[src/rtl/core/lpht_ram.sv]
// Generic single-port RAM with a registered read.
// Depends on nothing.
`default_nettype none
module lpht_ram #(
  parameter int unsigned WIDTH = 8,
  parameter int unsigned DEPTH = 256
) (
  input  wire logic                     clk,
  input  wire logic                     we,
  input  wire logic [$clog2(DEPTH)-1:0] addr,
  input  wire logic [WIDTH-1:0]         wdata,
  output logic      [WIDTH-1:0]         rdata
);

  logic [WIDTH-1:0] mem [DEPTH];

  always_ff @(posedge clk) begin
    if (we) begin
      mem[addr] <= wdata;
    end
    rdata <= mem[addr];
  end

endmodule
`default_nettype wire

[config.mk]
export PLATFORM = sky130hd
export DESIGN_NAME = lpht_ram
export DESIGN_NICKNAME = d
export VERILOG_FILES = /design/src/rtl/core/lpht_ram.sv
export SDC_FILE = /design/constraint.sdc
export NUM_CORES = 2
export LEC_CHECK = 0
export ABC_AREA = 1
export BUFFER_PORTS_ARGS = -buffer_cell sky130_fd_sc_hd__buf_2
export CORE_ASPECT_RATIO = 2
export CORE_UTILIZATION = 35
export DETAILED_ROUTE_END_ITERATION = 10
export GPL_TIMING_DRIVEN = 0
export PLACE_DENSITY_LB_ADDON = 0.15
export SLEW_MARGIN = 20
export SYNTH_ARGS = -nofsm -noshare
export SYNTH_HDL_FRONTEND = slang
export SYNTH_SLANG_ARGS = --single-unit
[constraint.sdc]
create_clock -name clk -period 6.3 [get_ports clk]
set_input_delay 1.26 -clock clk [delete_from_list [all_inputs] [get_ports clk]]
set_output_delay 1.26 -clock clk [all_outputs]
set_load 0.01 [all_outputs]
==> results.tsv <==
stage	metric	value	unit
outcome	status	finished clean	
clock_tree	worst skew pair latency	0.89	ns
pwr	power per cell area	295	nW/um2
final_layout	commonest non-fill, non-tap cell in the layout	nand2_1	
clock_tree	clock slew at reported path FFs	0.06	ns
clock_tree	TritonCTS Buffers	186	
placed_design	routability cong.	0.950	
clock_tree	clock sink count	2056	
synth	Seq/Total Area, Yosys	0.727	
placed_design	dpl cell area	89900	um2
drt	DRT iter0 DRCs	4191	
clock_tree	post-CTS setup buffers	0	
pwr	Leakage	0.0374	uW
final_layout	commonest non-fill, non-tap cells in the layout	nand2_1, edfxtp_1, nor2_1, buf_2	
drt	vias per std cell	4.86	
synth	Net Count, Synth	8039	
critical_path	Critical R2R Launch	mem[178][6]	
hold_path	worst hold path class	input port to flop	
critical_path	kind of critical path	input port to flop	
synth	Mapped Cells	8021	
critical_path	Worst Reg-to-Reg Cells	12	
drt	routed length per placed instance	26.0	um
final_layout	Util after Layout	0.397	
final_layout	design area	95600	um2
grt	vias in the first global route	57300	
final_layout	post-layout net count	8282	
floorplanning	Core Footprint	241000	um2
critical_path	crit end category	flop	
timing	PnR worst setup slack	2.04	ns
timing	worst clock skew	0.0380	ns
final_layout	layout cells sized above 1	0.0633	
synth	Ys Warns	0	
critical_path	RR Endpoint	rdata[6]	
critical_path	CP Launch Type	input port	
critical_path	CP Max Fanout	10	
critical_path	CP arrival	4.76	ns
critical_path	Critical Path RT	6.81	ns
floorplanning	die area	245000	um2
floorplanning	Die Y	698	um
synth	register bit total from synthesis	2056	
synth	compound-gate portion of the synthesized area	0.0113	
clock_tree	CTS tree	yes	
synth	largest family of logic cells by synthesized area	simple AND/OR/NAND/NOR gates	
synth	Syn Std Cell Area	84900	um2
drt	antenna-violating nets left	0	
timing	Fin. Hold Viols	0	
floorplanning	Starting Density	0.352	
final_layout	filler instances	23700	
timing	Final min period	4.26	ns
pwr	Final Power	28200	uW
final_layout	area of the multi-input gates	21200	um2
timing	# setup viols final	0	
synth	post-synthesis cell type count	18	
final_layout	Reg area	61700	um2
timing	Slew headroom	0.223	
grt	first-pass GRT wire length	418000	um
grt	largest net degree at the start of global routing	99	
clock_tree	CTS root buf	clkbuf_16	
timing	fin crit share	0.676	
synth	Post-Synth Simple-Gate Area	0.238	
timing	Setup TNS	0	ns
drt	first drt pass iteration count	8	
drt	final wirelength	302000	um
synth	multiplexer area fraction after synthesis	0	
floorplanning	io pins	26	
synth	post-synthesis xor/xnor area fraction	0	
synth	adder-cell share of the synthesized area	0	
drt	via count	56500	
clock_tree	Clock Path Buffers	4	
hold_path	Hold Crit Depth	1	
placed_design	HPWL after detailed placement	221000	um
final_layout	Synth-to-Final Area Change	12.7	%
clock_tree	CTS H-Tree Depth	4	
timing	Fmax	235	MHz
drt	Post-route DRC	0	
timing	RSZ-0062 raised after global routing	no	
synth	syn avg cell area	10.6	um2
floorplanning	die extent in x	350	um
pwr	VDD IR max	0.202	mV
hold_path	hold wc startpoint	wdata[1]	
grt	initial antenna violation count	20	
timing	Worst Tran Pin Value	1.17	ns
grt	Total Routing Usage GR	0.246	
grt	GRT overflow	0	
clock_tree	CTS resizes	0	
placed_design	pre-CTS setup slack	1.10	ns
placed_design	IO buf count	23	
critical_path	Worst R2R Setup Slack	3.82	ns
run	max-cap check violation count	0	
timing	Slew Limit Fails	0	
clock_tree	Post-CTS Hold Buffers	0	
hold_path	WHS Endpoint	mem[45][1]	
floorplanning	# rows	255	
## report_power, final
part	switching (uW)	leakage, uW	internal [uW]	total [uW]
registers	10.5	0.0185	15100	15100
clock network	5140	0.00279	6030	11200
logic	1570	0.0162	403	1970
total	6720	0.0374	21500	28200
## Yosys cell counts, drive strengths merged
cell type | count | area (um2)
a21oi | 32 | 160
buf | 247 | 1230
dfxtp | 8 | 160
nor2 | 362 | 1380
clkbuf | 170 | 638
nand2 | 4771 | 17900
inv | 35 | 136
edfxtp | 2048 | 61500
o21ai | 160 | 801
nand3 | 188 | 941
## critical path: stages
cell	delay, ns
buf_2	0.13
nor2_1	0.61
clkbuf_1	0.79
nand2_1	0.48
clkbuf_1	0.54
nor2_1	0.93
## state kept, by name, summed over array words and instances (netlist names)
register and flops:
mem 2048, rdata 8
## metal layers
layer | global-route usage | share of wire
met2 | 0.464 | 0.54
met1 | 0.233 | 0.32
met5 | 0 | 0.00022
met3 | 0.0293 | 0.042
met4 | 0.204 | 0.096
## worst max-delay path by stage
stage	from	to	slack (ns)
finish	addr[4]	mem[142][3]	2.04
CTS	addr[4]	mem[142][1]	2.07
global placement	wdata[0]	mem[19][0]	-0.83
floorplan	addr[1]	mem[234][0]	3.20
global route	addr[4]	mem[142][1]	2.00
detailed placement	addr[4]	mem[142][7]	1.10
## logic make-up after synthesis
| family | count (synthesis) |
|---|---|
| and+or+nand+nor | 5321 |
| DFF | 2056 |
| buffers and inverters | 452 |
| AOI/OAI and AO/OA | 192 |
## metrics by stage
step                instances  hold WS, ns
floorplan                8021        0.788
global placement        11300        0.967
detailed placement      11300        0.964
CTS                     11600        0.552
global route            11600        0.589
finish                  11600        0.605
## area by class of cell
type                            count  area share
Sequential cell                  2056       0.645
Buffer                            417      0.0197
Inverter                           35     0.00143
Tap cell                         3212      0.0420
Timing Repair Buffer               55      0.0105
Clock buffer                      219      0.0504
Clock inverter                    107     0.00927
Antenna cell                        8    0.000209
Multi-Input combinational cell   5513       0.222
No activity file was read; power rests on OpenSTA's default activity.
