### config.mk
export PLATFORM = sky130hd
export DESIGN_NAME = lpht_hash
export DESIGN_NICKNAME = d
export VERILOG_FILES = /design/src/rtl/core/lpht_pkg.sv /design/src/rtl/core/lpht_hash.sv
export SDC_FILE = /design/constraint.sdc
export NUM_CORES = 1
export LEC_CHECK = 0
export ABC_AREA = 1
export BUFFER_PORTS_ARGS = -buffer_cell sky130_fd_sc_hd__buf_2
export CORE_MARGIN = 3
export CORE_UTILIZATION = 40
export DETAILED_ROUTE_END_ITERATION = 7
export PLACE_DENSITY = 0.61
export SYNTH_ARGS = -nofsm -noshare
export SYNTH_HDL_FRONTEND = slang
export SYNTH_SLANG_ARGS = --single-unit
### constraint.sdc
create_clock -name clk -period 2.1 [get_ports clk]
set_input_delay 0.105 -clock clk [delete_from_list [all_inputs] [get_ports clk]]
set_output_delay 0.105 -clock clk [all_outputs]
set_load 0.02 [all_outputs]
### src/rtl/core/lpht_pkg.sv
// Package for the linear probing hash table: types, codes and constants.
// Used by linear_probe_hash_table and lpht_hash; depends on nothing.
`default_nettype none
package lpht_pkg;

  localparam int unsigned SLOTS_DEF     = 256;
  localparam int unsigned KEY_BYTES_DEF = 8;
  localparam logic [31:0] HASH_START    = 32'd5381;
  localparam int unsigned HASH_SHIFT    = 5;

  typedef enum logic [1:0] {
    OP_PUT    = 2'd0,
    OP_GET    = 2'd1,
    OP_REMOVE = 2'd2,
    OP_NONE   = 2'd3
  } op_t;

  typedef enum logic [1:0] {
    MARK_EMPTY   = 2'd0,
    MARK_USED    = 2'd1,
    MARK_DELETED = 2'd2
  } mark_t;

  typedef enum logic [1:0] {
    ST_OK      = 2'd0,
    ST_MISSING = 2'd1,
    ST_FULL    = 2'd2
  } status_t;

  typedef enum logic [2:0] {
    S_IDLE,
    S_HASH,
    S_MOD,
    S_CLEAR,
    S_READ,
    S_CHECK,
    S_DONE
  } state_t;

endpackage
`default_nettype wire

### src/rtl/core/lpht_hash.sv
// djb2 unit: one key byte per cycle while step is high, through a shift and add.
// Depends on lpht_pkg.
`default_nettype none
module lpht_hash
  import lpht_pkg::*;
(
  input  wire logic        clk,
  input  wire logic        start,
  input  wire logic        step,
  input  wire logic [7:0]  data,
  output logic      [31:0] hash
);

  logic [31:0] hash_next;

  always_comb begin
    hash_next = (hash << HASH_SHIFT) + hash + {24'd0, data};
  end

  always_ff @(posedge clk) begin
    if (start) begin
      hash <= HASH_START;
    end else if (step) begin
      hash <= hash_next;
    end
  end

endmodule
`default_nettype wire

==> qor.txt <==
failing checks - setup timing
Seq/Total Area, Yosys - 16.1%
CP startpoint kind - register
Sink Count - 32
CTS Hold Buffers Added - 0
crit-path cells - inv_4 > fa_1 > inv_2 > ha_4 > nand2_4 > nor2_4 > nand2_2 > nand3_4 > nand2_4 > nand2_4 > nand2_4 > nand3_2 > nand3_1 > nand2_1 > inv_1
synthesized area - 3990 um^2
Max Buffers Root-to-Sink - 2
largest registers - hash (32)
Die Area - 11200 um^2
Post-Syn Nets - 751
initial antenna violation count - 0
Core ar. - 9460 um^2
Worst EP arrival - 2.45 ns
largest area contributor in the netlist - nand2_1
Max IR drop VDD - 373 uV
dpl hpwl - 9.53 mm
drt drc - 0
#FFs+latches synth - 32
Slew Viols, Final - 0
initial core utilization - 42.1%
Overall Global Routing Usage - 21.5%
# port buffers - 42
worst path bufs/invs - 3
Die H - 106 um
Main synth FF type - dfxtp_1
die width - 106 um
Avg Synthesized Cell Area - 5.88 um^2
site row count - 35
Post-Route Skew - 0.00701 ns
clock slew at reported path FFs - 0.08 ns
post-synth cell types - 31
FILL cells - 980
CTS tree - yes
nets - 842
Routed WL - 11.9 mm
Max H-tree Level - 2
most frequent cell after synthesis - nand2_1
yosys warns - 0
ANT nets after route - 0
Final Hold Vio Count - 0
Top Ports - 43
Async SR Flop Fraction - 0%
gr ovfl total - 0
Fin Hold WS - 0.198 ns
Pwr Density - 1040 nW/um^2
fin crit share - 107%
Fin Setup TNS - -1.58 ns
ranking of synthesized cells by area - nand2_1, ha_1, dfxtp_1, inv_1, nor2_1
Most common cell on crit path - nand2_4
Finished Cell Area - 5200 um^2
fraction of layout cells with a size suffix above 1 - 29.7%
Area Overhead vs Synth - 30.6%
WL/cell - 13.3 um
Synth top cells by count - nand2_1, inv_1, nor2_1
vias in the first global route - 4157
Slowest cell on crit path - fa_1
initial DRC count - 164
Static Leak - 3.22 nW
largest net degree at the start of global routing - 32
Via density - 4.79
peak fanout along the critical path - 4
Setup CP Type - register to register
RSZ-0062 raised after global routing - true
FMAX - 445 MHz
HP Class - input port to register
worst skew pair latency - 0.29 ns
Largest delay share family, worst path - adder cells
dpl ws - -0.166 ns
max cap viols - 0
Syn Inst Count - 678
final period demand of the worst path - 2.25 ns
first-pass GRT wire length - 19.5 mm
largest stage delay on the critical path - 0.51 ns
status - finished with violations
Placement Cell Area - 4680 um^2
worst-margin pin slew - 0.667 ns
CTS Buf Count - 5
clk root buf - clkbuf_8
largest register by flop count - hash
Post-synth EDFFs - 0
routability cong. - 0.899
Yosys top cell area share - 20.4%
Slew headroom - 55.5%
final worst setup slack - -0.146 ns
final setup fails - 23
number of diodes - 0
CP Capture Type - register
CP required - 2.30 ns
total power - 0.00543 W
max reg flops - 32
vias - 4310
drt pass-1 iters - 4
stage by stage:
step / instances / util (%)
after CTS: 897 / 51.8
after floorplan: 678 / -
after global routing: 899 / 55.0
after detailed placement: 888 / 49.5
final: 899 / 55.0
after global placement: 888 / 49.5
kinds of logic (layout without fill, tap and decap cells):
kind of cell | after synthesis | in the layout | share of synthesized area (%)
flops | 32 | 32 | 16.1
compound gates | 49 | 49 | 6.50
buf+inv | 146 | 238 | 14.6
fa+ha+maj | 62 | 62 | 20.2
xor+xnor | 13 | 13 | 2.86
simple gates | 376 | 376 | 39.8
final timing paths:
check                                           from                     to  slack [ns]  cells past startpoint
worst min register to register  hash[0]$_SDFFE_PP1P_   hash[0]$_SDFFE_PP1P_        0.53                      2
worst max register to register  hash[5]$_SDFFE_PP0P_  hash[22]$_SDFFE_PP0P_       -0.15                     15
worst max-delay path            hash[5]$_SDFFE_PP0P_  hash[22]$_SDFFE_PP0P_       -0.15                     15
worst min-delay path                         data[0]   hash[0]$_SDFFE_PP1P_        0.20                      4
cells in the final DEF (no fill, tap or decap), types with 2 or more instances in the layout:
cell type,synthesis,final
nor2_4,2,6
dfxtp_1,32,12
buf_4,0,49
nand4_1,4,4
a21oi_2,0,4
nand2_2,10,30
clkbuf_8,2,6
ha_2,0,4
dfxtp_2,0,17
ha_1,58,50
inv_2,4,8
nand3_1,41,23
o21ai_1,4,12
nand3_2,5,21
xor2_1,11,11
xnor2_1,2,2
fa_1,4,3
dfxtp_4,0,3
o21bai_1,2,2
clkinv_1,2,2
clkbuf_1,5,2
nor2_2,5,9
buf_2,0,42
nand3_4,1,3
nand2_4,0,13
inv_4,0,2
o21ai_0,14,6
a21oi_1,27,22
ha_4,0,4
nor2_1,86,78
and2_1,2,2
nand2_1,217,184
buf_6,1,2
inv_1,131,125
where the power goes:
group | internal, W | switching [W]
Clock | 0.000268 | 0.000260
Combinational | 0.00163 | 0.00235
Sequential | 0.000745 | 0.000173
Total | 0.00264 | 0.00279
layout make-up:
class | instances | area (um^2) | share of cell area (%)
Multi-Input combinational cell | 500 | 3160 | 60.7
Sequential cell | 32 | 673 | 12.9
Inverter | 137 | 519 | 9.98
Timing Repair Buffer | 93 | 601 | 11.5
Clock buffer | 8 | 90.1 | 1.73
Tap cell | 129 | 161 | 3.10
worst min-delay path, cell delays in order:
cell and delay, ns:
buf_2 0.08, ha_1 0.12, a21oi_1 0.06, o21ai_0 0.08
metal layers:
metal / part of all wire [%] / wire (um) / GRT usage [%] / up-vias
li1: - / - / - / 2255
met1: 49 / 5840 / 29.6 / 1972
met2: 46 / 5510 / 35.7 / 72
met3: 4.0 / 478 / 3.49 / 11
met4: 0.90 / 108 / 4.07 / 0
met5: 0 / 0 / 0 / -
what timing repair did:
item	4_1_cts	5_1_grt
resized for setup	37	89
setup buffers	1	2
endpoints found under the setup margin	26	27
pin swaps	10	35
No activity file was read; power rests on OpenSTA's default activity.
